## config.mk

```make
export PLATFORM = sky130hd
export DESIGN_NAME = ufe_ctrl
export DESIGN_NICKNAME = d
export VERILOG_FILES = /design/src/ufe_pkg.sv /design/src/ufe_ctrl.sv
export VERILOG_INCLUDE_DIRS = /design/src /design/src/src
export SDC_FILE = /design/constraint.sdc
export NUM_CORES = 1
export LEC_CHECK = 0
export BUFFER_PORTS_ARGS = -buffer_cell sky130_fd_sc_hd__buf_2
export CAP_MARGIN = 15
export CORE_UTILIZATION = 40
export DETAILED_ROUTE_END_ITERATION = 6
export SLEW_MARGIN = 20
export SYNTH_ARGS = -nofsm -noshare
export SYNTH_HDL_FRONTEND = slang
export SYNTH_SLANG_ARGS = --single-unit
```

## constraint.sdc

```tcl
create_clock -name aclk -period 2.55 [get_ports aclk]
set_clock_uncertainty 0.2 [all_clocks]
set_input_delay 0.255 -clock aclk [delete_from_list [all_inputs] [get_ports aclk]]
set_output_delay 0.255 -clock aclk [all_outputs]
set_load 0.05 [all_outputs]
```

## src/union_find_engine_assert.svh

```systemverilog
// Assertion macros shared by the union-find engine modules
`ifndef UNION_FIND_ENGINE_ASSERT_SVH
`define UNION_FIND_ENGINE_ASSERT_SVH

// Same-cycle implication, disabled while reset is asserted
`define UFE_ASSERT_SAME(label, clk, rstn, ante, cons, msg) \
    label: assert property (@(posedge clk) disable iff (!rstn) (ante) |-> (cons)) \
        else $error(msg);

// Next-cycle implication, disabled while reset is asserted
`define UFE_ASSERT_NEXT(label, clk, rstn, ante, cons, msg) \
    label: assert property (@(posedge clk) disable iff (!rstn) (ante) |=> (cons)) \
        else $error(msg);

`endif

```

## src/ufe_pkg.sv

```systemverilog
// Types and constants shared by the union-find engine modules
package ufe_pkg;

    localparam int unsigned ELEM_W        = 10;
    localparam int unsigned CNT_W         = 11;
    localparam int unsigned RANK_W        = 4;
    localparam logic [RANK_W-1:0] RANK_MAX = 4'd15;
    localparam int unsigned MAX_ELEMS_DEF = 1024;
    localparam logic [CNT_W-1:0] NUM_ELEMS_RST = 11'd1024;

    typedef enum logic [1:0] {
        OP_INIT  = 2'd0,
        OP_UNION = 2'd1,
        OP_FIND  = 2'd2,
        OP_NOP   = 2'd3
    } op_t;

    typedef enum logic [3:0] {
        DP_NONE,
        DP_LOAD,
        DP_INIT_STEP,
        DP_INIT_END,
        DP_WALK_START,
        DP_WALK,
        DP_COMP,
        DP_SAVE,
        DP_RANK_A,
        DP_RANK_B,
        DP_LINK,
        DP_RESULT
    } dp_op_t;

    typedef struct packed {
        dp_op_t op;
        logic   use_b;
    } dp_cmd_t;

    typedef struct packed {
        op_t  op;
        logic err;
        logic par_self;
        logic start_root;
        logic comp_end;
        logic sweep_last;
        logic init_empty;
        logic roots_eq;
    } dp_status_t;

endpackage

```

## src/ufe_ctrl.sv

```systemverilog
// Sequencer for the union-find engine: issues datapath commands per operation
`include "union_find_engine_assert.svh"

module ufe_ctrl import ufe_pkg::*; (
    input  logic       aclk,
    input  logic       aresetn,
    input  logic       s_valid,
    output logic       s_ready,
    output logic       m_valid,
    input  logic       m_ready,
    input  dp_status_t status,
    output dp_cmd_t    cmd
);

    typedef enum logic [11:0] {
        S_IDLE     = 12'b000000000001,
        S_DECODE   = 12'b000000000010,
        S_SWEEP    = 12'b000000000100,
        S_INIT_END = 12'b000000001000,
        S_WALK     = 12'b000000010000,
        S_COMP     = 12'b000000100000,
        S_FOUND    = 12'b000001000000,
        S_BSTART   = 12'b000010000000,
        S_RANK_A   = 12'b000100000000,
        S_RANK_B   = 12'b001000000000,
        S_LINK     = 12'b010000000000,
        S_DONE     = 12'b100000000000
    } state_t;

    state_t state_reg, state_next;
    logic   b_phase_reg, b_phase_next;
    logic   m_valid_reg;
    logic   load_out;

    assign s_ready  = (state_reg == S_IDLE);
    assign m_valid  = m_valid_reg;
    assign load_out = (state_reg == S_DONE) && (!m_valid_reg || m_ready);

    always_comb begin
        state_next   = state_reg;
        b_phase_next = b_phase_reg;
        cmd.op       = DP_NONE;
        cmd.use_b    = b_phase_reg;
        unique case (state_reg)
            S_IDLE: begin
                if (s_valid) begin
                    cmd.op       = DP_LOAD;
                    b_phase_next = 1'b0;
                    state_next   = S_DECODE;
                end
            end
            S_DECODE: begin
                unique case (status.op) inside
                    OP_INIT: begin
                        state_next = status.init_empty ? S_INIT_END : S_SWEEP;
                    end
                    OP_UNION, OP_FIND: begin
                        if (status.err) begin
                            state_next = S_DONE;
                        end else begin
                            cmd.op     = DP_WALK_START;
                            state_next = S_WALK;
                        end
                    end
                    default: begin
                        state_next = S_DONE;
                    end
                endcase
            end
            S_SWEEP: begin
                cmd.op = DP_INIT_STEP;
                if (status.sweep_last) begin
                    state_next = S_INIT_END;
                end
            end
            S_INIT_END: begin
                cmd.op     = DP_INIT_END;
                state_next = S_DONE;
            end
            S_WALK: begin
                cmd.op = DP_WALK;
                if (status.par_self) begin
                    state_next = status.start_root ? S_FOUND : S_COMP;
                end
            end
            S_COMP: begin
                cmd.op = DP_COMP;
                if (status.comp_end) begin
                    state_next = S_FOUND;
                end
            end
            S_FOUND: begin
                cmd.op = DP_SAVE;
                if (b_phase_reg) begin
                    state_next = S_RANK_A;
                end else if (status.op == OP_UNION) begin
                    b_phase_next = 1'b1;
                    state_next   = S_BSTART;
                end else begin
                    state_next = S_DONE;
                end
            end
            S_BSTART: begin
                cmd.op     = DP_WALK_START;
                state_next = S_WALK;
            end
            S_RANK_A: begin
                if (status.roots_eq) begin
                    state_next = S_DONE;
                end else begin
                    cmd.op     = DP_RANK_A;
                    state_next = S_RANK_B;
                end
            end
            S_RANK_B: begin
                cmd.op     = DP_RANK_B;
                state_next = S_LINK;
            end
            S_LINK: begin
                cmd.op     = DP_LINK;
                state_next = S_DONE;
            end
            S_DONE: begin
                if (load_out) begin
                    cmd.op     = DP_RESULT;
                    state_next = S_IDLE;
                end
            end
            default: begin
                state_next = S_IDLE;
            end
        endcase
    end

    always_ff @(posedge aclk) begin
        if (!aresetn) begin
            state_reg   <= S_IDLE;
            b_phase_reg <= 1'b0;
            m_valid_reg <= 1'b0;
        end else begin
            state_reg   <= state_next;
            b_phase_reg <= b_phase_next;
            if (load_out) begin
                m_valid_reg <= 1'b1;
            end else if (m_ready) begin
                m_valid_reg <= 1'b0;
            end
        end
    end

    // a finished result must land in the output register
    `UFE_ASSERT_NEXT(a_result_shown, aclk, aresetn, load_out, m_valid_reg, "result not presented")
    // second root walk only happens for a union
    `UFE_ASSERT_SAME(a_bphase_union, aclk, aresetn, b_phase_reg && (state_reg != S_IDLE), status.op == OP_UNION, "second walk outside union")
    // an accepted item must take the sequencer into decode
    `UFE_ASSERT_NEXT(a_busy_after_load, aclk, aresetn, s_valid && s_ready, state_reg == S_DECODE, "load did not start decode")

endmodule

```

==> run metrics <==
status=completed; Die Y=approximately 54 um; clock buffer depth=2; total power=roughly 0.8 mW; TritonCTS clock tree=built; GPL Wtd Cong=a little over 0.8; vias=between 1000 and 1500; Die Area=0.00291 sq mm; Die Wd=around 54 um; Multi-input gate area=roughly 780 sq um; clock transition at the registers of the reported paths=about 90 ps; Syn Area/Cell=8.23 sq um; H-tree levels=1; endpoint class of the critical path=primary output; first-pass GRT wire length=between 4000 and 5000 um; Port Buffers=19; Antenna Nets Post-Route=0; ys async rst share=0%; Synth cell types=46; DRC=0; actual slew at the worst max-slew pin=around 460 ps; min cycle time layout=roughly 2500 ps; Cell Area, Synth=~0.0011 sq mm; WL per Instance=between 15 and 20 um; total global-route track usage=a little under a quarter; initial antenna violation count=0; hold_sp=aresetn; Gate Count Post-Synth=approximately 130; 1st-iter DRT viols=50; Hold Path Sink=state_reg[11]$_SDFFE_PN0P_; WL final=2850 um; ant diodes=0; number of flops mapped to enable cells by yosys=0; placed cells=between 150 and 200; Core Area=between 0.002 and 0.003 sq mm; hpwl dp=around 2200 um; synthesis-to-layout area growth=26.7%; Synth Warn #=0; R2R setup slack=approximately 130 ps; CTS sink cnt=14; VDD IR max=roughly 0.4 mV; syn_nets=about 150; fin. max-slew vios=0; final setup margin=16.3 ps; final global-route overflow total=0; Setup-failing EPs final=0; RSZ-0062 raised after global routing=yes; number of global-route vias before repair=about 1000; pin count of the biggest net entering global routing=12; register bit total from synthesis=14; Min-Delay Path Class=primary input to register; worst skew pair latency=approximately 300 ps; period utilisation layout=between 90% and 100%; count of non-filler cells in the finished layout=between 150 and 200; prevailing post-synth register cell=dfxtp_1; max reg flops=12; final hold violations=0; Initial DRT Pass Iterations=4; Initial Util=between 40% and 50%; hold path depth=2; Reg2Reg Depth=6; final instance area=approximately 0.0014 sq mm; crit path DAT=~2100 ps; number of CTS-inserted buffers=3; CP max FO=3; Post-CTS Hold Fix Bufs=0; FF-to-FF Start=state_reg[5]$_SDFFE_PN0P_; Worst Path Required=~2100 ps; pwr dens=around 600 mW/mm^2; Placed Area=around 0.0012 sq mm; max-cap viol count=0; critical path class=register to primary output; share of cells above drive strength 1=between 30% and 40%; io pins=20; dpl ws=around 240 ps; Pleak=between 0.5 and 0.6 nW; clk root buf=clkbuf_4; final setup TNS=0 ps; Startpoint Class=register; Nets=roughly 180; row count=18; R2R Path End=state_reg[2]$_SDFFE_PN0P_; Via density=around 5.9; FILL cells=roughly 240; sequential area share after synthesis=approximately a quarter; Rel. slew slack=69.3%; Fmax=~0.39 GHz; register area=284 sq um
==> repair_timing <==
item	in CTS	in global routing
gates resized for setup	7	9
pin swaps	1	4
setup buffers	0	2
endpoints found under the setup margin	3	3
==> stage by stage <==
step | hold WS [ps] | utilization [%]
2_1_floorplan | 183 | -
3_3_place_gp | 320 | 49.6
3_5_place_dp | 316 | 49.6
4_1_cts | 15.2 | 52.0
5_1_grt | 18.5 | 54.2
6_report | 12.8 | 54.2
==> where the power goes <==
group / internal [mW] / switching [mW] / leakage (nW) / total, mW
registers: 0.235 / 0.0315 / 0.115 / 0.266
clock network: 0.0872 / 0.0819 / 0.0210 / 0.169
logic: 0.153 / 0.235 / 0.420 / 0.387
total: 0.475 / 0.348 / 0.556 / 0.823
==> cell usage in the layout, fill, tap and decap left out, drive strengths merged, types with 4 or more instances in the layout <==
master,instances
xnor2,4
nand2b,6
nor3,5
clkbuf,4
inv,6
nor4,7
buf,31
nand2,9
nor2b,5
a21oi,6
nand3,6
or4,4
dfxtp,14
nor2,9
nand4b,4
==> synth_stat cells (4+ instances only) <==
library cell / n / area (sq um)
dfxtp_1: 14 / 280
nor2_1: 9 / 33.8
nand2_1: 8 / 30.0
a21oi_1: 6 / 30.0
inv_1: 6 / 22.5
nand2b_1: 6 / 37.5
nand3_1: 6 / 30.0
nor2b_1: 5 / 31.3
nor3_1: 5 / 25.0
nand4b_1: 4 / 35.0
nor4_1: 4 / 25.0
xnor2_1: 4 / 35.0
==> layer usage <==
metal	track usage, %	vias up	wire (um)
li1	-	552	-
met1	29.8	505	1290
met2	36.8	46	1290
met3	5.93	7	198
met4	12.7	0	68
met5	0	-	0
==> cells by family after synthesis <==
family	Yosys count	synth area share, %
AND/OR/NAND/NOR	71	43.9
AO/OA/AOI/OAI	24	15.7
flip-flops	14	26.0
buffers and inverters	13	6.15
XOR/XNOR	6	4.87
adder cells (fa/ha/maj)	3	3.48
==> layout make-up <==
class                           instances  share of cell area (%)
Multi-Input combinational cell        104                    57.0
Sequential cell                        14                    20.8
Timing Repair Buffer                   31                    15.2
Tap cell                               30                    2.75
Clock buffer                            4                    2.66
Inverter                                6                    1.65
==> critical path, cell delays in order, from the launching register on <==
cell      delay [ps]
dfxtp_2          330
or4_4            560
nor4b_4          400
nand3b_4         120
nand2b_4         160
nand2_2           70
buf_8            140
==> how the worst max path moves through the flow <==
stage                         to                       from
final                     cmd[3]  state_reg[5]$_SDFFE_PN0P_
after floorplan           cmd[1]  state_reg[3]$_SDFFE_PN0P_
after global routing      cmd[3]  state_reg[5]$_SDFFE_PN0P_
after CTS                 cmd[3]  state_reg[4]$_SDFFE_PN0P_
after detailed placement  cmd[3]  state_reg[6]$_SDFFE_PN0P_
after global placement    cmd[3]  state_reg[6]$_SDFFE_PN0P_
Power figures use the tool's default switching activity.
